File: config.mk
export PLATFORM = sky130hd
export DESIGN_NAME = pvc_prep
export DESIGN_NICKNAME = d
export VERILOG_FILES = /design/src/pvc_pkg.sv /design/src/pvc_prep.sv
export SDC_FILE = /design/constraint.sdc
export NUM_CORES = 1
export LEC_CHECK = 0
export ABC_AREA = 1
export CAP_MARGIN = 20
export CELL_PAD_IN_SITES_DETAIL_PLACEMENT = 1
export CELL_PAD_IN_SITES_GLOBAL_PLACEMENT = 2
export CORE_AREA = 4 4 166 168
export CTS_BUF_LIST = sky130_fd_sc_hd__clkbuf_8
export DETAILED_ROUTE_END_ITERATION = 6
export DIE_AREA = 0 0 170 172
export DONT_BUFFER_PORTS = 1
export GPL_TIMING_DRIVEN = 0
export PLACE_DENSITY_LB_ADDON = 0.1
export SLEW_MARGIN = 20
export SYNTH_ARGS = -nofsm -noshare
export SYNTH_HDL_FRONTEND = slang
export SYNTH_SLANG_ARGS = --single-unit
export TNS_END_PERCENT = 100
File: constraint.sdc
create_clock -name clock -period 3.2 [get_ports clock]
set_input_delay 0.48 -clock clock [delete_from_list [all_inputs] [get_ports clock]]
set_output_delay 0.48 -clock clock [all_outputs]
set_load 0.02 [all_outputs]
File: src/pvc_pkg.sv
// Shared types, widths and the CORDIC arctangent table for the plaquette vortex counter.
// No dependencies; every other source file imports this package.
package pvc_pkg;

   localparam int SPIN_W     = 16;
   localparam int ANGLE_W    = 16;
   localparam int GUARD_W    = 20;
   localparam int XY_W       = SPIN_W + GUARD_W + 3;
   localparam int Z_W        = 32;
   localparam int STEP_W     = 5;
   localparam int COUNT_W    = 21;
   localparam int SUM_W      = ANGLE_W + 2;
   localparam int IN_DATA_W  = ((6 * SPIN_W + 7) / 8) * 8;
   localparam int OUT_DATA_W = ((3 * COUNT_W + 7) / 8) * 8;

   localparam logic [COUNT_W-1:0] MAX_COUNT = COUNT_W'(1048576);
   localparam logic [Z_W-1:0]     HALF_TURN = {1'b1, {(Z_W-1){1'b0}}};
   localparam logic [Z_W-1:0]     ROUND_BIAS = Z_W'(64'd1 << (Z_W - 1 - ANGLE_W));

   typedef struct packed {
      logic signed [SPIN_W-1:0] y;
      logic signed [SPIN_W-1:0] x;
   } corner_type;

   typedef corner_type [2:0] corner_arr_type;

   typedef struct packed {
      logic signed [XY_W-1:0] x;
      logic signed [XY_W-1:0] y;
      logic [Z_W-1:0]         z;
      logic                   zero;
   } vec_type;

   typedef struct packed {
      vec_type [2:0] vec;
      logic          last;
   } item_type;

   typedef struct packed {
      logic vortex;
      logic antivortex;
      logic last;
   } wind_type;

   function automatic logic [Z_W-1:0] turn_atan(input logic [STEP_W-1:0] step);
      logic [Z_W-1:0] a;
      case (step)
         5'd0:    a = 32'h20000000;
         5'd1:    a = 32'h12E4051E;
         5'd2:    a = 32'h09FB385B;
         5'd3:    a = 32'h051111D4;
         5'd4:    a = 32'h028B0D43;
         5'd5:    a = 32'h0145D7E1;
         5'd6:    a = 32'h00A2F61E;
         5'd7:    a = 32'h00517C55;
         5'd8:    a = 32'h0028BE53;
         5'd9:    a = 32'h00145F2F;
         5'd10:   a = 32'h000A2F98;
         5'd11:   a = 32'h000517CC;
         5'd12:   a = 32'h00028BE6;
         5'd13:   a = 32'h000145F3;
         5'd14:   a = 32'h0000A2F9;
         5'd15:   a = 32'h0000517C;
         5'd16:   a = 32'h000028BE;
         5'd17:   a = 32'h0000145F;
         5'd18:   a = 32'h00000A2F;
         5'd19:   a = 32'h00000517;
         5'd20:   a = 32'h0000028B;
         5'd21:   a = 32'h00000145;
         5'd22:   a = 32'h000000A2;
         5'd23:   a = 32'h00000051;
         5'd24:   a = 32'h00000028;
         5'd25:   a = 32'h00000014;
         5'd26:   a = 32'h0000000A;
         5'd27:   a = 32'h00000005;
         5'd28:   a = 32'h00000002;
         5'd29:   a = 32'h00000001;
         default: a = '0;
      endcase
      return a;
   endfunction

endpackage

File: src/pvc_prep.sv
// Input stage: folds each corner spin into the right half plane and scales it for CORDIC.
// Depends on pvc_pkg.
module pvc_prep (
   input  logic                    clock,
   input  logic                    reset,
   input  logic                    advance,
   input  logic                    in_valid,
   input  pvc_pkg::corner_arr_type in_corners,
   input  logic                    in_last,
   output logic                    out_valid,
   output pvc_pkg::item_type       out_item
);
   import pvc_pkg::*;

   logic     valid_ff;
   item_type item_ff;
   item_type item_in;

   always_comb begin
      logic signed [XY_W-1:0] sx;
      logic signed [XY_W-1:0] sy;
      logic                   neg;
      item_in      = '0;
      item_in.last = in_last;
      for (int k = 0; k < 3; k++) begin
         sx  = XY_W'(in_corners[k].x);
         sy  = XY_W'(in_corners[k].y);
         neg = in_corners[k].x[SPIN_W-1];
         if (neg) begin
            sx = -sx;
            sy = -sy;
         end
         item_in.vec[k].x    = sx <<< GUARD_W;
         item_in.vec[k].y    = sy <<< GUARD_W;
         item_in.vec[k].z    = neg ? HALF_TURN : '0;
         item_in.vec[k].zero = (in_corners[k].x == '0) && (in_corners[k].y == '0);
      end
   end

   always_ff @(posedge clock) begin
      if (reset) begin
         valid_ff <= 1'b0;
      end else if (advance) begin
         valid_ff <= in_valid;
      end
   end

   always_ff @(posedge clock) begin
      if (advance) begin
         item_ff <= item_in;
      end
   end

   assign out_valid = valid_ff;
   assign out_item  = item_ff;

endmodule

==> results of run 1 <==
registers in the layout (all words and copies together), names as in the netlist:
name	cells
out_valid	1
out_item	121
worst paths after layout:
path	start	end	slack, ps	depth (start not counted)
worst max register to register	out_valid$_SDFFE_PP0P_	out_valid$_SDFFE_PP0P_	2480	2
worst min-delay path	reset	out_valid$_SDFFE_PP0P_	100	1
worst min register to register	out_valid$_SDFFE_PP0P_	out_valid$_SDFFE_PP0P_	640	2
worst max-delay path	out_item[101]$_DFFE_PP_	out_item[101]	1710	0
per-stage QoR:
step / hold WS, ps / worst slack [ps] / total power, W / util, %
2_1_floorplan: 552.4 / 1703 / 0.002860 / -
3_3_place_gp: 554.5 / 1456 / 0.002972 / 35.38
3_5_place_dp: 558.3 / 1454 / 0.002980 / 35.38
4_1_cts: 65.73 / 1690 / 0.004551 / 37.05
5_1_grt: 63.61 / 1686 / 0.004736 / 37.05
6_report: 101.2 / 1712 / 0.004524 / 37.05
area by class of cell:
| class | count | area (µm²) | area share, % |
|---|---|---|---|
| plain buffers | 222 | 1640 | 17.09 |
| clock buffers | 17 | 234.0 | 2.437 |
| clock inverters | 15 | 198.9 | 2.072 |
| inverters | 93 | 349.1 | 3.637 |
| multi-input cells | 671 | 3104 | 32.34 |
| flip-flops and latches | 122 | 3654 | 38.06 |
| well taps | 335 | 419.2 | 4.367 |
synthesized netlist by cell type (all sizes together):
cell type	instances
nand3b	4
nand3	61
mux2i	1
conb	1
o21ai	26
clkbuf	3
edfxtp	121
nor2	80
dfxtp	1
a21oi	1
o211ai	2
inv	93
xnor2	8
ha	6
nor3	7
xor2	43
buf	219
o31ai	2
or2	2
nand2	206
cell families (layout without fill, tap and decap cells):
| kind of cell | Yosys count | in the layout | share of synthesized area, % |
|---|---|---|---|
| other | 1 | 222 | 0.04736 |
| AND/OR/NAND/NOR | 360 | 360 | 19.69 |
| AO/OA/AOI/OAI | 31 | 31 | 2.181 |
| XOR/XNOR | 51 | 51 | 5.736 |
| buffers and inverters | 315 | 347 | 25.13 |
| adder cells (fa/ha/maj) | 6 | 6 | 0.9481 |
| flip-flops | 122 | 122 | 46.14 |
| multiplexers | 1 | 1 | 0.1264 |
layer usage:
metal	part of all wire (%)	global-route usage [%]
met2	53	29.09
met1	36	16.44
met4	2.0	5.313
met3	9.4	6.424
met5	0	0
where the power goes:
part           switching (W)  internal [W]  total, W
logic               0.000459      0.000277  0.000736
clock network       0.000709      0.000851   0.00156
registers           0.000276       0.00195   0.00223
total                0.00144       0.00308   0.00452
==> results.cfg, run 1 <==
[global_route]
antenna_found_initial = 0
grt_pass1_vias = 5921
grt_pass1_wl_um = 34880
grt_usage_pct = 15.84
grt_max_degree = 123
grt-ovfl-total = 0

[sta]
hold_viol = 0
fin_crit_ps = 1488
rsz0062_at_grt = no
slew_violations = 0
slew_headroom_pct = 62.96
finalCritPeriodShare_pct = 46.51
skew_ps = 0
clock.fmax_ghz = 0.6719
tns_ps = 0
tightest_slew_ps = 555.6
setup_viol = 0

[synthesis]
ys_seq_area_share_pct = 46.14
synthTopCellsByArea = edfxtp_1, buf_4, nand2_1, xor2_1, inv_1
avgSynthCellArea_um2 = 8.926
yosys_warnings = 0
syn_area_um2 = 7918
synth_top_area_share_pct = 45.89
syn_inst = 887
synth_area_leader_cell = edfxtp_1
synth-seq-cells = 122
yosysUniqueCellTypes = 31

[cts]
ctsLongestPathBuffers = 2
cts_resized = 0
cts_tree = done
worstSkewPairLatency_ps = 440
post_cts_buffers = 0
clk_pin_slew_ps = 80
clock_sinks = 122
h-tree-depth = 4
ctsHoldBuffers = 0
cts_made_buffers = 17
cts_root_buf = clkbuf_8

[placed_design]
dpl.hpwl_um = 20190
port_buffers = 0
place_inst = 1443
gp_congestion = 0.7934
place_area_um2 = 9166

[final_layout]
drive_gt1_share_pct = 24.47
synthToLayoutAreaGrowth_pct = 21.24
design_area_um2 = 9599
layout_common_cells = conb_1, buf_4, nand2_1, edfxtp_1, inv_1
layoutNonFillerInstCount = 1475
nets = 1234
diodes = 0
fillCellCount = 3160
layout_commonest_cell = conb_1

[drt]
drtAntennaViolNets = 0
drt_iter0_markers = 167
wire_per_inst_um = 16.59
drc = 0
vias = 5817
drtPass1Iterations = 4
via_per_inst = 3.944
drt-total-wl_um = 24470

[floorplan]
dieHeight_um = 172
die_w_um = 170
ios = 436
rows = 59
core_um2 = 25910
start_util_pct = 30.56
dieArea_um2 = 29240

[power]
peakVddDrop_mv = 0.2365
p_leak_nw = 4.889
power_density_nw_per_um2 = 471.3

[outcome]
outcome = finished, final reports clean

[setup_path]
crit_required_ps = 2720
crit_fanout = 1
arrival_ps = 1010
end_kind = primary output
worst-setup-path-type = reg2out
cp-start-kind = register

[worst_hold_path]
hold_path_class = in2reg

[job]
maxCapViolations = 0
No activity file was read; power rests on OpenSTA's default activity.
==> run 2, diff against run 1 <==
--- a/config.mk
+++ b/config.mk
@@ -9,10 +9,10 @@
 export CAP_MARGIN = 20
 export CELL_PAD_IN_SITES_DETAIL_PLACEMENT = 1
 export CELL_PAD_IN_SITES_GLOBAL_PLACEMENT = 2
-export CORE_AREA = 4 4 166 168
+export CORE_AREA = 4 4 165 167
 export CTS_BUF_LIST = sky130_fd_sc_hd__clkbuf_8
 export DETAILED_ROUTE_END_ITERATION = 6
-export DIE_AREA = 0 0 170 172
+export DIE_AREA = 0 0 169 171
 export DONT_BUFFER_PORTS = 1
 export GPL_TIMING_DRIVEN = 0
 export PLACE_DENSITY_LB_ADDON = 0.1
==> constraint.sdc (replaced) <==
create_clock -name clock -period 1.2 [get_ports clock]
set_input_delay 0.18 -clock clock [delete_from_list [all_inputs] [get_ports clock]]
set_output_delay 0.18 -clock clock [all_outputs]
set_load 0.02 [all_outputs]
==> results.cfg, run 2 (synthesis results as in run 1) <==
[power]
power_density_nw_per_um2 = 1196
intPower_w = 0.008409
combPwrFrac_pct = 17.6
p_clk_share_pct = 34.4
p_seq_share_pct = 48.0
p_leak_nw = 5.184
peakVddDrop_mv = 0.5922
switching_power_w = 0.003975
swShare_pct = 32.10

[global_route]
grt_pass1_wl_um = 37420
grt-ovfl-total = 0
grt_pass1_vias = 6396
grt_max_degree = 123
grt_usage_pct = 17.03
antenna_found_initial = 0

[final_layout]
nets = 1303
layout_commonest_cell = conb_1
layoutNonFillerInstCount = 1544
fillCellCount = 3133
register_area_um2 = 3654
drive_gt1_share_pct = 24.15
design_area_um2 = 10350
layout_common_cells = conb_1, buf_4, nand2_1, edfxtp_1, inv_1
multi_input_area_um2 = 3149
diodes = 0
largest_reg_flops = 121
synthToLayoutAreaGrowth_pct = 30.74

[floorplan]
core_um2 = 25760
die_w_um = 169
start_util_pct = 30.73
rows = 59
dieHeight_um = 171
dieArea_um2 = 28900
ios = 436

[drt]
drt_iter0_markers = 301
drt-total-wl_um = 25430
vias = 6088
drtAntennaViolNets = 0
drc = 0
wire_per_inst_um = 16.47
via_per_inst = 3.943
drtPass1Iterations = 6

[placed_design]
port_buffers = 0
gp_congestion = 0.7805
place_inst = 1443
dpl.hpwl_um = 19930
place_area_um2 = 9166

[sta]
finalCritPeriodShare_pct = 97.92
setup_viol = 0
fin_crit_ps = 1175
skew_ps = 0
holdWs_ps = -154.7
slew_headroom_pct = 63.81
tightest_slew_ps = 542.9
rsz0062_at_grt = yes
clock.fmax_ghz = 0.8510
tns_ps = 0
slew_violations = 0
hold_viol = 122

[setup_path]
crit_required_ps = 1020
cp-start-kind = register
worst-setup-path-type = reg2out
arrival_ps = 1000
end_kind = primary output
crit_fanout = 1

[cts]
clk_pin_slew_ps = 90
cts_made_buffers = 17
cts_root_buf = clkbuf_8
ctsLongestPathBuffers = 2
worstSkewPairLatency_ps = 430
h-tree-depth = 4
clock_sinks = 122
cts_tree = done
ctsHoldBuffers = 69

[outcome]
outcome = complete, but fails checks
violations = hold timing

[worst_hold_path]
hold_path_class = in2reg

[job]
maxCapViolations = 0
[run 2: timing repair]
action | 4_1_cts | 5_1_grt
setup buffers | 0 | 0
endpoints found under the setup margin | 2 | 14
endpoints found under the hold margin | 199 | 122
cloned | 0 | 0
resized for setup | 0 | 12
pin swaps | 0 | 5
[run 2: path summary, 6_finish.rpt]
| check | from | end | slack (ps) | cells after the start |
|---|---|---|---|---|
| max | out_item[108]$_SDFFCE_PN0P_ | out_item[108] | 20 | 0 |
| min reg2reg | out_valid$_SDFFE_PP0P_ | out_valid$_SDFFE_PP0P_ | 640 | 2 |
| max reg2reg | out_valid$_SDFFE_PP0P_ | out_valid$_SDFFE_PP0P_ | 470 | 2 |
| min | advance | out_item[174]$_DFFE_PP_ | -150 | 0 |
[run 2: routing by layer]
layer	wire length, µm	share of wire, %	up-vias	track usage, %
met5	0	0	-	0
met4	435	1.7	0	4.900
met3	2295	9.0	31	6.285
met2	13410	53	277	31.09
met1	9291	37	2781	18.54
li1	-	-	2999	-
[run 2: final cells by class]
type	instances	area share, %
timing repair buffer	69	6.672
inverter	93	3.372
sequential	122	35.30
multi-input combinational	671	30.42
clock inverter	15	2.079
buffer	222	15.85
tap	335	4.049
clock buffer	17	2.260
[run 2: worst reg2reg max path, cell delays in order (launching register included)]
cell	delay (ps)
dfxtp_1	480
mux2i_1	110
nor2_1	90
[run 2: power by group through the flow]
stage | registers [W] | logic [W] | clock network [W]
2_1_floorplan | 0.00591 | 0.00172 | 0
5_1_grt | 0.00598 | 0.00241 | 0.00456
3_3_place_gp | 0.00606 | 0.00186 | 0
6_report | 0.00594 | 0.00218 | 0.00427
3_5_place_dp | 0.00606 | 0.00188 | 0
4_1_cts | 0.00596 | 0.00210 | 0.00440
[run 2: stage by stage]
step	hold WS (ps)	power (W)	util [%]	worst slack (ps)
floorplan	252.4	0.007627	-	2.524
global placement	254.3	0.007923	35.58	-229.2
detailed placement	256.2	0.007941	35.58	-254.2
CTS	-187.3	0.01246	40.00	-7.891
global route	-200.9	0.01296	40.18	-15.40
finish	-154.7	0.01238	40.18	24.92
==> run 3, diff against run 2 <==
--- a/config.mk
+++ b/config.mk
@@ -15,6 +15,7 @@
 export DIE_AREA = 0 0 169 171
 export DONT_BUFFER_PORTS = 1
 export GPL_TIMING_DRIVEN = 0
+export HOLD_SLACK_MARGIN = 0.15
 export PLACE_DENSITY_LB_ADDON = 0.1
 export SLEW_MARGIN = 20
 export SYNTH_ARGS = -nofsm -noshare
==> results.cfg, run 3 (synthesis results as in run 1) <==
[outcome]
outcome = complete, but fails checks
violations = hold timing

[setup_path]
rr_startpoint = out_valid$_SDFFE_PP0P_
slowest_delay_ps = 540
arrival_ps = 1390
critPathSlowestCell = dlygate4sd3_1
crit_fanout = 2
reg2reg_to = out_valid$_SDFFE_PP0P_
crit_buf_inv = 1
end_kind = register
worst-setup-path-type = in2reg
cp-start-kind = primary input
crit_required_ps = 1400
cp.depth = 6
cp_top_family = simple AND/OR/NAND/NOR gates
rrSetupSlack_ps = 470
crit_chain = dlygate4sd3_1, or2_2, nor2_2, nand3_2, nand2_2, nand2_1
rr_worst_depth = 2

[placed_design]
port_buffers = 0
dpl.hpwl_um = 19930
place_area_um2 = 9166
gp_congestion = 0.7805
place_inst = 1443

[sta]
fin_crit_ps = 1197
rsz0062_at_grt = yes
setup_viol = 0
slew_violations = 0
skew_ps = 0
clock.fmax_ghz = 0.8357
hold_viol = 124
holdWs_ps = -148.0
finalCritPeriodShare_pct = 99.72

[floorplan]
dieHeight_um = 171
start_util_pct = 30.73
core_um2 = 25760
die_w_um = 169
rows = 59
ios = 436
dieArea_um2 = 28900

[worst_hold_path]
worstHoldStart = advance
holdPathEnd = out_item[174]$_DFFE_PP_
hold_depth = 0
hold_path_class = in2reg

[global_route]
grt_max_degree = 123
antenna_found_initial = 0
grt_pass1_wl_um = 38270
grt_pass1_vias = 6743
grt-ovfl-total = 0
grt_usage_pct = 17.26

[power]
p_leak_nw = 5.534
power.total_w = 0.01261
peakVddDrop_mv = 0.5945
power_density_nw_per_um2 = 1145

[final_layout]
layoutNonFillerInstCount = 1600
layout_common_cells = conb_1, buf_4, nand2_1, edfxtp_1, dlygate4sd3_1
synthToLayoutAreaGrowth_pct = 39.11
largest_reg_flops = 121
design_area_um2 = 11010
layout_commonest_cell = conb_1
fillCellCount = 3112
drive_gt1_share_pct = 26.17
multi_input_area_um2 = 3223
diodes = 0
post-route-util_pct = 42.75
nets = 1359
register_area_um2 = 3654

[cts]
cts_made_buffers = 17
cts_tree = done
ctsLongestPathBuffers = 2
cts_root_buf = clkbuf_8
clock_sinks = 122
worstSkewPairLatency_ps = 430
h-tree-depth = 4
clk_pin_slew_ps = 80

[drt]
via_per_inst = 3.959
wire_per_inst_um = 16.12
drt_iter0_markers = 266
drc = 0
drtAntennaViolNets = 0
drtPass1Iterations = 6
vias = 6334
drt-total-wl_um = 25790

[job]
maxCapViolations = 0
==> run 3: changes by cell type in the layout (fill, tap and decap cells not counted), moves of 9 or more <==
cell	before	now
dlygate4sd3_1	69	108
dlymetal6s4s_1	0	13
nor2_1	66	54
nor2_2	8	19
inv_1	92	82
inv_2	1	10
==> run 3: layout make-up <==
class | instances | share of cell area (%)
inverter | 93 | 3.203
tap | 335 | 3.806
buffer | 222 | 14.92
clock inverter | 15 | 1.954
sequential | 122 | 33.17
timing repair buffer | 125 | 11.56
clock buffer | 17 | 2.124
multi-input combinational | 671 | 29.26
==> run 3: stage by stage <==
stage                     setup slack [ps]  TNS (ps)
final                                3.334         0
after global routing                -15.54    -52.95
after detailed placement            -254.2     -3692
after floorplan                      2.524         0
after CTS                           -7.891    -22.17
after global placement              -229.2     -3489
==> run 3: report_power, final <==
group / leakage [nW] / switching (W) / internal, W
registers: 1.19 / 0.000736 / 0.00521
logic: 4.12 / 0.00137 / 0.00104
clock network: 0.221 / 0.00195 / 0.00232
total: 5.53 / 0.00405 / 0.00856
==> run 3: worst reg2reg max path, stage by stage, from the launching register on <==
cell and delay, ps:
dfxtp_1 480, mux2i_1 110, nor2_1 90
==> run 3: worst max-delay path by stage <==
stage	start	endpoint	slack, ps
global placement	in_corners[17]	out_item[72]$_DFFE_PP_	-230
floorplan	in_corners[49]	out_item[181]$_DFFE_PP_	3
global route	out_item[108]$_SDFFCE_PN0P_	out_item[108]	-20
CTS	out_item[108]$_SDFFCE_PN0P_	out_item[108]	-8
finish	in_corners[30]	out_item[72]$_DFFE_PP_	3
detailed placement	in_corners[17]	out_item[72]$_DFFE_PP_	-250
==> run 3: timing repair <==
item / 4_1_cts / 5_1_grt
setup endpoints to repair: 2 / 46
endpoints found under the hold margin: 234 / 130
setup buffers: 0 / 4
pin swaps: 0 / 20
hold buffers: 116 / 5
resized for setup: 0 / 64
==> run 3: layer usage <==
metal  up-vias  GRT usage, %  routed length, µm
li1       3116             -                  -
met1      2924         18.70               9529
met2       264         32.02              13820
met3        30         5.869               1984
met4         0         5.005                452
met5         -             0                  0
