`src/pvc_pkg.sv`:
```
// Shared types, widths and the CORDIC arctangent table for the plaquette vortex counter.
// No dependencies; every other source file imports this package.
package pvc_pkg;

   localparam int SPIN_W     = 16;
   localparam int ANGLE_W    = 16;
   localparam int GUARD_W    = 20;
   localparam int XY_W       = SPIN_W + GUARD_W + 3;
   localparam int Z_W        = 32;
   localparam int STEP_W     = 5;
   localparam int COUNT_W    = 21;
   localparam int SUM_W      = ANGLE_W + 2;
   localparam int IN_DATA_W  = ((6 * SPIN_W + 7) / 8) * 8;
   localparam int OUT_DATA_W = ((3 * COUNT_W + 7) / 8) * 8;

   localparam logic [COUNT_W-1:0] MAX_COUNT = COUNT_W'(1048576);
   localparam logic [Z_W-1:0]     HALF_TURN = {1'b1, {(Z_W-1){1'b0}}};
   localparam logic [Z_W-1:0]     ROUND_BIAS = Z_W'(64'd1 << (Z_W - 1 - ANGLE_W));

   typedef struct packed {
      logic signed [SPIN_W-1:0] y;
      logic signed [SPIN_W-1:0] x;
   } corner_type;

   typedef corner_type [2:0] corner_arr_type;

   typedef struct packed {
      logic signed [XY_W-1:0] x;
      logic signed [XY_W-1:0] y;
      logic [Z_W-1:0]         z;
      logic                   zero;
   } vec_type;

   typedef struct packed {
      vec_type [2:0] vec;
      logic          last;
   } item_type;

   typedef struct packed {
      logic vortex;
      logic antivortex;
      logic last;
   } wind_type;

   function automatic logic [Z_W-1:0] turn_atan(input logic [STEP_W-1:0] step);
      logic [Z_W-1:0] a;
      case (step)
         5'd0:    a = 32'h20000000;
         5'd1:    a = 32'h12E4051E;
         5'd2:    a = 32'h09FB385B;
         5'd3:    a = 32'h051111D4;
         5'd4:    a = 32'h028B0D43;
         5'd5:    a = 32'h0145D7E1;
         5'd6:    a = 32'h00A2F61E;
         5'd7:    a = 32'h00517C55;
         5'd8:    a = 32'h0028BE53;
         5'd9:    a = 32'h00145F2F;
         5'd10:   a = 32'h000A2F98;
         5'd11:   a = 32'h000517CC;
         5'd12:   a = 32'h00028BE6;
         5'd13:   a = 32'h000145F3;
         5'd14:   a = 32'h0000A2F9;
         5'd15:   a = 32'h0000517C;
         5'd16:   a = 32'h000028BE;
         5'd17:   a = 32'h0000145F;
         5'd18:   a = 32'h00000A2F;
         5'd19:   a = 32'h00000517;
         5'd20:   a = 32'h0000028B;
         5'd21:   a = 32'h00000145;
         5'd22:   a = 32'h000000A2;
         5'd23:   a = 32'h00000051;
         5'd24:   a = 32'h00000028;
         5'd25:   a = 32'h00000014;
         5'd26:   a = 32'h0000000A;
         5'd27:   a = 32'h00000005;
         5'd28:   a = 32'h00000002;
         5'd29:   a = 32'h00000001;
         default: a = '0;
      endcase
      return a;
   endfunction

endpackage

```
`src/pvc_wind.sv`:
```
// Rounds the three angles, wraps the cyclic differences and classifies the winding.
// Depends on pvc_pkg.
module pvc_wind (
   input  logic              clock,
   input  logic              reset,
   input  logic              advance,
   input  logic              in_valid,
   input  pvc_pkg::item_type in_item,
   output logic              out_valid,
   output pvc_pkg::wind_type out_wind
);
   import pvc_pkg::*;

   logic     valid_ff;
   wind_type wind_ff;
   wind_type wind_in;

   always_comb begin
      logic [ANGLE_W-1:0]       ang [3];
      logic [Z_W-1:0]           zr;
      logic [ANGLE_W-1:0]       d;
      logic signed [SUM_W-1:0]  sum;
      for (int k = 0; k < 3; k++) begin
         zr     = in_item.vec[k].z + ROUND_BIAS;
         ang[k] = in_item.vec[k].zero ? '0 : zr[Z_W-1 -: ANGLE_W];
      end
      sum = '0;
      for (int k = 0; k < 3; k++) begin
         d   = ang[(k + 1) % 3] - ang[k];
         sum = sum + SUM_W'(signed'(d));
      end
      wind_in.vortex     = (sum == SUM_W'(64'd1 << ANGLE_W));
      wind_in.antivortex = (sum == -SUM_W'(64'd1 << ANGLE_W));
      wind_in.last       = in_item.last;
   end

   always_ff @(posedge clock) begin
      if (reset) begin
         valid_ff <= 1'b0;
      end else if (advance) begin
         valid_ff <= in_valid;
      end
   end

   always_ff @(posedge clock) begin
      if (advance) begin
         wind_ff <= wind_in;
      end
   end

   assign out_valid = valid_ff;
   assign out_wind  = wind_ff;

endmodule

```
`config.mk`:
```
export PLATFORM = sky130hd
export DESIGN_NAME = pvc_wind
export DESIGN_NICKNAME = d
export VERILOG_FILES = /design/src/pvc_pkg.sv /design/src/pvc_wind.sv
export SDC_FILE = /design/constraint.sdc
export NUM_CORES = 1
export LEC_CHECK = 0
export ABC_AREA = 1
export CAP_MARGIN = 10
export CORE_AREA = 2 2 135 137
export CTS_BUF_LIST = sky130_fd_sc_hd__clkbuf_2
export CTS_CLUSTER_DIAMETER = 80
export DETAILED_ROUTE_END_ITERATION = 8
export DIE_AREA = 0 0 137 139
export DONT_BUFFER_PORTS = 1
export SLEW_MARGIN = 20
export SYNTH_ARGS = -nofsm -noshare
export SYNTH_HDL_FRONTEND = slang
export SYNTH_SLANG_ARGS = --single-unit
```
`constraint.sdc`:
```
create_clock -name clock -period 5.4 [get_ports clock]
set_input_delay 0.27 -clock clock [delete_from_list [all_inputs] [get_ports clock]]
set_output_delay 0.27 -clock clock [all_outputs]
set_load 0.05 [all_outputs]
```
==> impl_metrics.csv, run 1 <==
group,metric,value,unit
timing,rsz0062_at_grt,"no",
final_layout,syn_to_final_growth,5.797,%
synth,synthFlopType,"edfxtp_1",
timing,max_freq,208.3,MHz
clock_network,cts-resized-gates,0,
worst_setup_path,critPathMaxStageDelay,490,ps
hold_path,hold_path_class,"input port to register",
final_layout,antenna_cells,0,
synth,synth_seq_area_share,0.02057,
synth,ys_types,46,
timing,finalHoldViolations,0,
synth,ys_warn_count,0,
grt,grt_pass1_wl,25500,um
synth,avgSynthCellArea,5.646,um2
detailed_routing,drc,0,
timing,holdWs,140.0,ps
final_layout,drive_gt1_frac,0.09969,
synth,yosysTopAreaCell,"nand2_1",
place,routabilityCongestion,0.9207,
place,place_worst_setup_slack,424.0,ps
final_layout,finalNetCount,1361,
synth,syn_nets,1355,
detailed_routing,wl_per_cell,12.82,um
synth,synthArstFlopShare,0,
floorplan,die_h,139,um
clock_network,clockBufferDepth,2,
floorplan,initial_utilization,0.3031,
worst_setup_path,worst-path-max-fanout,5,
place,dp_hpwl,13930,um
final_layout,finish.utilization,0.3207,
timing,slew_headroom,0.4428,
timing,skew,0,ps
clock_network,numClockSinks,4,
timing,slew_violations,0,
detailed_routing,wl_met3,727,um
clock_network,htreeDepth,1,
detailed_routing,wl_met1,6915,um
clock_network,clk_latency,200,ps
floorplan,rows,49,
final_layout,fillCellCount,2092,
synth,syn_inst,948,
detailed_routing,top_layer_used,"met4",
clock_network,cts_setup_buffers,0,
clock_network,ctsHoldBuffers,0,
flow_run,cap_violations,0,
synth,ys_ff_latch,4,
detailed_routing,num_vias,5646,
clock_network,cts-root-buf,"clkbuf_2",
detailed_routing,wirelength,15150,um
floorplan,core_area,17660,um2
detailed_routing,dr.pass1.iters,5,
power,powerDensity,285.4,nW/um2
synth,synth_area_leaders,"nand2_1 19%, inv_1 12%, ha_1 11%",
synth,synth_area,5353,um2
timing,period_minus_slack,4802,ps
worst_setup_path,crit_arrival,4830,ps
synth,synth_top_area_share,0.1907,
grt,globalRouteTotalUtil,0.1636,
timing,fin_ws,598.2,ps
detailed_routing,viasPerCell,4.777,
timing,fin_crit_sh,0.8892,
floorplan,io-pin-count,342,
clock_network,path_clk_slew,40,ps
floorplan,dieArea,19040,um2
detailed_routing,ant_nets,0,
timing,setup_viol,0,
synth,ys_top_cells_by_count,"272 x nand2_1, 176 x inv_1, 77 x nor2_1",
worst_setup_path,crit_required,5430,ps
place,port_buffers,0,
worst_setup_path,setup.worst_path.class,"input port to register",
grt,grt_pass1_vias,5531,
detailed_routing,met2_wirelength,6891,um
status,status,"finished clean",
floorplan,dieWidth,137,um
worst_setup_path,slowest_stage,"o41ai_1",
timing,worstMarginPinSlew,830.8,ps
synth,synth.most_common_cell,"nand2_1",
synth,synth_edf_count,3,
worst_setup_path,worst_setup_path_start_kind,"input port",
timing,setup_tns,0,ps
worst_setup_path,endpoint_kind,"register",
clock_network,cts_tree,"built",
clock_network,cts_buffers,3,
grt,gr-total-overflow,0,
power,max-vdd-ir-drop,0.08872,mV
worst_setup_path,cpMostUsedCell,"nand2_1",
grt,grt_antenna_before_repair,0,
detailed_routing,drt_iter0_markers,232,
power,p_leak,3.269,nW
grt,grt_max_degree,17,
## stage by stage
stage | cells | area [um2] | power [mW]
final | 1182 | 5663 | 1.616
after CTS | 1182 | 5663 | 1.631
after global placement | 1178 | 5643 | 1.580
after floorplan | 948 | 5353 | 1.304
after global routing | 1182 | 5663 | 1.868
after detailed placement | 1178 | 5643 | 1.589
## routing by layer
| layer | track usage | vias to the layer above |
|---|---|---|
| met4 | 0.05697 | 0 |
| met1 | 0.2124 | 2473 |
| met3 | 0.01425 | 26 |
| met2 | 0.2804 | 131 |
| li1 | - | 3016 |
| met5 | 0 | - |
## sequential cells by signal (all words and copies together), names as in the netlist
register   flops
out_valid      1
out_wind       3
## cells in the final DEF, fill, tap and decap left out, types with 2 or more instances in the layout
master,count
a211oi_1,5
a21boi_0,2
a21o_1,4
a21oi_1,49
and3_1,2
buf_4,4
clkbuf_2,4
edfxtp_1,3
fa_1,20
ha_1,49
inv_1,176
inv_2,9
nand2_1,272
nand2_2,28
nand2_4,4
nand3_1,71
nand3_2,13
nand3b_1,3
nand4_1,16
nor2_1,77
nor2_2,16
nor2_4,6
nor3_1,20
o211ai_1,2
o21ai_0,18
o21ai_1,5
o21ai_2,2
o21bai_1,8
o31ai_1,2
or2_2,4
xnor2_1,18
xor2_1,27
## worst paths after layout
kind | endpoint | cells after the start | slack (ps) | start
worst max register to register | out_valid$_SDFFE_PP0P_ | 2 | 4470 | out_valid$_SDFFE_PP0P_
worst min-delay path | out_valid$_SDFFE_PP0P_ | 1 | 140 | reset
worst max-delay path | out_wind[2]$_DFFE_PP_ | 30 | 600 | in_item[128]
worst min register to register | out_valid$_SDFFE_PP0P_ | 2 | 770 | out_valid$_SDFFE_PP0P_
## where the power goes
| group | switching (mW) | internal (mW) | total [mW] |
|---|---|---|---|
| clock | 0.0136 | 0.0196 | 0.0332 |
| sequential | 0.00726 | 0.0351 | 0.0424 |
| combinational | 0.954 | 0.587 | 1.54 |
## final cells by class
type                    instances  area, um2  share of cell area
clock buffers                   4      20.02            0.003535
repair buffers                  4      30.03            0.005303
well taps                     229      286.5             0.05060
inverters                     186      698.2              0.1233
multi-input cells             755       4518              0.7978
flip-flops and latches          4      110.1             0.01944
## critical path: cells and delay by family
kind / cells / cell delay [ps]
adder cells (fa/ha/maj): 4 / 1300
XOR/XNOR: 1 / 160
buffers and inverters: 5 / 420
AO/OA/AOI/OAI: 2 / 660
AND/OR/NAND/NOR: 18 / 2010
## kinds of logic (layout without fill, tap and decap cells)
kind of cell               Yosys count  after routing  synth area share
xor gates and xnor gates            45             45           0.07363
muxes                                1              1          0.001870
DFF                                  4              4           0.02057
AOI/OAI and AO/OA                  103            103            0.1122
buffers and inverters              189            194            0.1353
and+or+nand+nor                    537            537            0.4670
adders and majority gates           69             69            0.1893
No activity file was read; power rests on OpenSTA's default activity.
==> run 2, diff against run 1 <==
--- a/config.mk
+++ b/config.mk
@@ -7,11 +7,11 @@
 export LEC_CHECK = 0
 export ABC_AREA = 1
 export CAP_MARGIN = 10
-export CORE_AREA = 2 2 135 137
+export CORE_AREA = 2 2 134 136
 export CTS_BUF_LIST = sky130_fd_sc_hd__clkbuf_2
 export CTS_CLUSTER_DIAMETER = 80
 export DETAILED_ROUTE_END_ITERATION = 8
-export DIE_AREA = 0 0 137 139
+export DIE_AREA = 0 0 136 138
 export DONT_BUFFER_PORTS = 1
 export SLEW_MARGIN = 20
 export SYNTH_ARGS = -nofsm -noshare
==> constraint.sdc (replaced) <==
create_clock -name clock -period 6.1 [get_ports clock]
set_input_delay 0.305 -clock clock [delete_from_list [all_inputs] [get_ports clock]]
set_output_delay 0.305 -clock clock [all_outputs]
set_load 0.05 [all_outputs]
==> run 2 against run 1 <==
Against the previous run:
- final area down 0.53%
- cell count down 0.34%
- clock power down 17%
- clock skew unchanged
- routed wire length up 1.0%
- first-iteration DRC count up 13%
- worst hold slack better by 41 ps
- register-to-register slack better by 720 ps
- critical path depth down 2
- critical path type unchanged
- die area down 1.4%
- via count down 0.55%
==> impl_metrics.csv, run 2 (synthesis results as in run 1) <==
group,metric,value,unit
clock_network,cts-resized-gates,0,
final_layout,mostFrequentLayoutCell,"nand2_1",
clock_network,htreeDepth,1,
final_layout,fillCellCount,2077,
detailed_routing,viasPerCell,4.767,
final_layout,final_area,5633,um2
floorplan,die_h,138,um
timing,max_freq,201.1,MHz
final_layout,antenna_cells,0,
grt,gr-total-overflow,0,
detailed_routing,drc,0,
timing,period_minus_slack,4973,ps
floorplan,io-pin-count,342,
worst_setup_path,path_depth,28,
detailed_routing,wirelength,15310,um
clock_network,cts_tree,"built",
clock_network,cts_buffers,3,
worst_setup_path,timing.rr.start,"out_valid$_SDFFE_PP0P_",
floorplan,core_area,17530,um2
clock_network,clk_latency,190,ps
worst_setup_path,crit_buf_inv,3,
worst_setup_path,cp-startpoint,"in_item[17]",
worst_setup_path,r2r_slack,5190,ps
final_layout,finish.utilization,0.3213,
final_layout,instances_no_fill,1178,
worst_setup_path,ff2ff_path_depth,2,
place,dp_hpwl,14000,um
timing,slew_headroom,0.4924,
timing,fin_ws,1127,ps
power,power,1.432,mW
grt,grt_pass1_wl,25760,um
timing,slew_violations,0,
place,place_area,5613,um2
floorplan,initial_utilization,0.3053,
worst_setup_path,setup.worst_path.class,"input port to register",
power,p_leak,3.249,nW
detailed_routing,num_vias,5615,
power,powerDensity,254.3,nW/um2
place,routabilityCongestion,0.9158,
final_layout,multiInputGateArea,4518,um2
status,status,"finished clean",
worst_setup_path,endpoint_kind,"register",
place,port_buffers,0,
final_layout,finalNetCount,1357,
timing,rsz0062_at_grt,"no",
grt,grt_pass1_vias,5548,
detailed_routing,wl_per_cell,12.99,um
worst_setup_path,critPathMaxStageDelay,580,ps
worst_setup_path,crit_required,6130,ps
floorplan,dieArea,18770,um2
detailed_routing,ant_nets,0,
floorplan,rows,49,
place,place_worst_setup_slack,923.4,ps
power,max-vdd-ir-drop,0.09326,mV
flow_run,cap_violations,0,
worst_setup_path,crit_arrival,5000,ps
clock_network,cts-root-buf,"clkbuf_2",
hold_path,hold_path_class,"input port to register",
timing,setup_tns,0,ps
place,placed_cells,1174,
timing,worstMarginPinSlew,756.9,ps
timing,holdWs,181.1,ps
timing,fin_crit_sh,0.8152,
final_layout,drive_gt1_frac,0.09589,
grt,globalRouteTotalUtil,0.1659,
worst_setup_path,worst_setup_path_start_kind,"input port",
final_layout,largest_reg_flops,3,
final_layout,seq_area,110.1,um2
clock_network,cts_setup_buffers,0,
worst_setup_path,r2r-end,"out_valid$_SDFFE_PP0P_",
detailed_routing,dr.pass1.iters,7,
worst_setup_path,path_delay_family,"simple AND/OR/NAND/NOR gates",
grt,grt_max_degree,17,
final_layout,syn_to_final_growth,5.236,%
clock_network,clockBufferDepth,2,
floorplan,dieWidth,136,um
grt,grt_antenna_before_repair,0,
clock_network,path_clk_slew,40,ps
timing,finalHoldViolations,0,
worst_setup_path,endpoint,"out_wind[2]$_DFFE_PP_",
clock_network,numClockSinks,4,
clock_network,ctsHoldBuffers,0,
timing,setup_viol,0,
worst_setup_path,slowest_stage,"nor3_1",
timing,skew,0,ps
worst_setup_path,cpMostUsedCell,"nand2_1",
detailed_routing,drt_iter0_markers,261,
worst_setup_path,worst-path-max-fanout,6,
final_layout,final_cell_mix,"272 x nand2_1, 176 x inv_1, 77 x nor2_1, 71 x nand3_1",
[run 2: cell types whose count changed in the layout (fill, tap and decap cells not counted), sizes merged]
cell	delta
buf	-4
[run 2: worst register-to-register path: stages (launching register included)]
cell and delay (ps):
dfxtp_1 620, mux2i_1 130, nor2_1 90
[run 2: how the worst min path moves through the flow]
stage / from / to / slack [ps] / cells past startpoint
finish: reset / out_valid$_SDFFE_PP0P_ / 180 / 1
detailed placement: reset / out_valid$_SDFFE_PP0P_ / 380 / 1
floorplan: reset / out_valid$_SDFFE_PP0P_ / 380 / 1
CTS: reset / out_valid$_SDFFE_PP0P_ / 170 / 1
global placement: reset / out_valid$_SDFFE_PP0P_ / 380 / 1
global route: in_item[0] / out_wind[0]$_DFFE_PP_ / 180 / 0
[run 2: power breakdown]
part           total, mW  switching, mW  internal [mW]
Sequential        0.0375        0.00640         0.0311
Combinational       1.37          0.848          0.519
Clock             0.0276         0.0103         0.0173
[run 2: layout make-up]
class | instances | area share
clock buffers | 4 | 0.003554
inverters | 186 | 0.1239
multi-input cells | 755 | 0.8021
flip-flops and latches | 4 | 0.01955
well taps | 229 | 0.05087
[run 2: layer usage]
| metal | vias to the layer above | part of all wire | wire length (um) | GRT usage |
|---|---|---|---|---|
| li1 | 2999 | - | - | - |
| met1 | 2470 | 0.46 | 7000 | 0.2167 |
| met2 | 121 | 0.46 | 7027 | 0.2875 |
| met3 | 25 | 0.046 | 707 | 0.01283 |
| met4 | 0 | 0.037 | 571 | 0.05318 |
| met5 | - | 0 | 0 | 0 |
==> run 3, diff against run 2 <==
--- a/config.mk
+++ b/config.mk
@@ -5,13 +5,13 @@
 export SDC_FILE = /design/constraint.sdc
 export NUM_CORES = 1
 export LEC_CHECK = 0
-export ABC_AREA = 1
+export ABC_AREA = 0
 export CAP_MARGIN = 10
-export CORE_AREA = 2 2 134 136
+export CORE_AREA = 2 2 133 135
 export CTS_BUF_LIST = sky130_fd_sc_hd__clkbuf_2
 export CTS_CLUSTER_DIAMETER = 80
 export DETAILED_ROUTE_END_ITERATION = 8
-export DIE_AREA = 0 0 136 138
+export DIE_AREA = 0 0 135 137
 export DONT_BUFFER_PORTS = 1
 export SLEW_MARGIN = 20
 export SYNTH_ARGS = -nofsm -noshare
==> constraint.sdc (replaced) <==
create_clock -name clock -period 4.9 [get_ports clock]
set_input_delay 0.245 -clock clock [delete_from_list [all_inputs] [get_ports clock]]
set_output_delay 0.245 -clock clock [all_outputs]
set_load 0.05 [all_outputs]
==> run 3 against run 2 <==
Against the previous run:
- the flow now finishes with violations (negative setup slack)
- critical path depth fell by 4
- non-clock buffer count rose by 137
- setup slack got worse by 1400 ps
- power rose by 57%
- core utilization rose by 4.2 points
- register-to-register slack got worse by 1200 ps
- via count fell by 11%
- combinational power rose by 58%
- worst hold slack got worse by 74 ps
- sequential share of layout area fell by 0.18 points
- critical path type unchanged
==> impl_metrics.csv, run 3 <==
group,metric,value,unit
floorplan,dieWidth,135,um
final_layout,multiInputGateArea,4379,um2
final_layout,final_cell_mix,"137 x buf_4, 99 x inv_1, 55 x xnor2_1, 54 x nor2_1, 43 x ha_1",
timing,period_minus_slack,5164,ps
synth,ys_top_cells_by_count,"101 x inv_1, 56 x xnor2_1, 54 x nor2_1",
final_layout,seq_area,110.1,um2
timing,holdWs,107.3,ps
synth,synth.most_common_cell,"inv_1",
detailed_routing,wirelength,13530,um
worst_setup_path,critPathMaxStageDelay,470,ps
final_layout,finish.utilization,0.3634,
final_layout,syn_to_final_growth,32.11,%
grt,grt_pass1_vias,4812,
timing,rsz0062_at_grt,"yes",
worst_setup_path,setup.worst_path.class,"input port to register",
worst_setup_path,crit_required,4980,ps
floorplan,io-pin-count,342,
place,dp_hpwl,11910,um
clock_network,cts-root-buf,"clkbuf_2",
detailed_routing,dr.pass1.iters,5,
synth,synth_top_area_share,0.1307,
detailed_routing,wl_met3,804,um
grt,grt_antenna_before_repair,0,
final_layout,fillCellCount,1856,
grt,grt_pass1_wl,22310,um
timing,worstMarginPinSlew,538.5,ps
detailed_routing,viasPerCell,4.869,
worst_setup_path,worst_setup_path_start_kind,"input port",
clock_network,ctsHoldBuffers,0,
place,routabilityCongestion,0.9224,
status,status,"finished with violations",
final_layout,drive_gt1_frac,0.2703,
timing,fin_crit_sh,1.054,
synth,synth_area_leaders,"ha_1 13%, xnor2_1 10%, fa_1 8.5%",
synth,synthFlopType,"edfxtp_1",
timing,fin_ws,-263.5,ps
timing,slew_headroom,0.6383,
final_layout,finalNetCount,1207,
detailed_routing,wl_met1,6590,um
worst_setup_path,worstPathCellList,"ha_4, xor2_1, and2_4, ha_4, a21o_1, maj3_2, maj3_2, maj3_2, a211oi_2, nor2_2, a211oi_2, or2_4, o21ai_4, a211oi_2, fa_1, inv_2, ha_4, a21o_1, a2111oi_4, nand4_1, nor4_1, nand3_1, a2111oi_4, nor2b_2",
synth,avgSynthCellArea,7.034,um2
synth,synth_edf_count,3,
worst_setup_path,ff2ff_path_depth,2,
detailed_routing,drc,0,
clock_network,clockBufferDepth,2,
clock_network,clk_latency,200,ps
synth,yosysTopAreaCell,"ha_1",
floorplan,rows,48,
clock_network,cts_tree,"built",
detailed_routing,num_vias,4986,
clock_network,path_clk_slew,50,ps
clock_network,cts_buffers,3,
hold_path,hold_path_class,"input port to register",
hold_path,hold_depth,1,
place,port_buffers,0,
grt,globalRouteTotalUtil,0.1466,
clock_network,htreeDepth,1,
detailed_routing,ant_nets,0,
timing,finalHoldViolations,0,
synth,synthArstFlopShare,0,
detailed_routing,drt_iter0_markers,279,
detailed_routing,wl_per_cell,13.21,um
floorplan,die_h,137,um
synth,synth_seq_area_share,0.02347,
synth,ys_ff_latch,4,
power,power,2.253,mW
floorplan,dieArea,18500,um2
floorplan,core_area,17060,um2
grt,gr-total-overflow,0,
grt,grt_max_degree,24,
final_layout,largest_reg_flops,3,
timing,setup_viol,2,
synth,syn_inst,667,
synth,ys_types,71,
status,failed_checks,"negative setup slack",
synth,syn_nets,1074,
timing,max_freq,193.7,MHz
flow_run,cap_violations,0,
power,p_leak,2.852,nW
power,powerDensity,363.5,nW/um2
detailed_routing,met2_wirelength,6058,um
worst_setup_path,crit_arrival,5240,ps
power,max-vdd-ir-drop,0.2441,mV
final_layout,antenna_cells,0,
final_layout,mostFrequentLayoutCell,"buf_4",
worst_setup_path,worst-path-max-fanout,3,
timing,slew_violations,0,
worst_setup_path,slowest_stage,"fa_1",
synth,synth_area,4692,um2
clock_network,numClockSinks,4,
timing,skew,0,ps
synth,ys_warn_count,0,
worst_setup_path,endpoint_kind,"register",
detailed_routing,top_layer_used,"met4",
floorplan,initial_utilization,0.2751,
## run 3: cell count changes in the layout (fill, tap and decap cells not counted), moves of 14 or more
cell,change
nand2_1,-234
xnor2_1,+37
nor2_1,-23
nor2b_1,+15
nor2_2,-14
nand3_1,-42
inv_1,-77
nand2_2,-27
buf_4,+137
a21oi_1,-19
## run 3: report_power, final
part           leakage (nW)  total, mW  internal (mW)  switching [mW]
clock                0.0166     0.0361         0.0216          0.0146
combinational          2.80       2.17           1.09            1.08
sequential           0.0370     0.0468         0.0387         0.00807
total                  2.85       2.25           1.15            1.10
## run 3: cells by family (layout without fill, tap and decap cells)
family                   Yosys count  after routing  synth area share
AO/OA/AOI/OAI                    146            146            0.2112
XOR/XNOR                          86             86            0.1605
adder cells (fa/ha/maj)           76             76            0.2317
buffers and inverters            110            242           0.09040
flip-flops                         4              4           0.02347
multiplexers                      11             11           0.02693
AND/OR/NAND/NOR                  234            234            0.2557
## run 3: repair_timing
action                     CTS  global route
pin swaps                    3            17
buffers inserted             2             2
setup endpoints to repair    2             2
gates resized for setup      6            28
hold endpoints to repair     0             0
## run 3: worst max-delay path, delay by kind of cell
kind / cells / cell delay (ps)
AO/OA/AOI/OAI: 8 / 1690
XOR/XNOR: 1 / 130
adder cells (fa/ha/maj): 7 / 1990
buffers and inverters: 1 / 90
AND/OR/NAND/NOR: 7 / 1100
## run 3: routing by layer
layer	vias up	track usage
met5	-	0
met4	0	0.01273
met3	6	0.01741
met2	113	0.2499
met1	2299	0.2063
li1	2568	-
## run 3: worst paths after layout
kind	startpoint	to	slack (ps)
max	in_item[240]	out_wind[1]$_DFFE_PP_	-260
min	reset	out_valid$_SDFFE_PP0P_	110
max reg2reg	out_valid$_SDFFE_PP0P_	out_valid$_SDFFE_PP0P_	3980
min reg2reg	out_valid$_SDFFE_PP0P_	out_valid$_SDFFE_PP0P_	760
## run 3: area by class of cell
class,count,share of cell area
Clock buffer,4,0.003230
Inverter,101,0.06116
Tap cell,225,0.04542
Timing Repair Buffer,137,0.1659
Sequential cell,4,0.01776
Multi-Input combinational cell,553,0.7065
## run 3: per-stage QoR
step                setup TNS (ps)  setup WS (ps)  std cells  instance area, um2
floorplan                   -263.1         -133.5        667                4796
global placement            -986.2         -496.0       1016                6025
detailed placement           -1306         -655.9       1016                6025
CTS                         -552.4         -279.9       1022                6088
global route                -996.5         -503.5       1024                6198
finish                      -516.6         -263.5       1024                6198
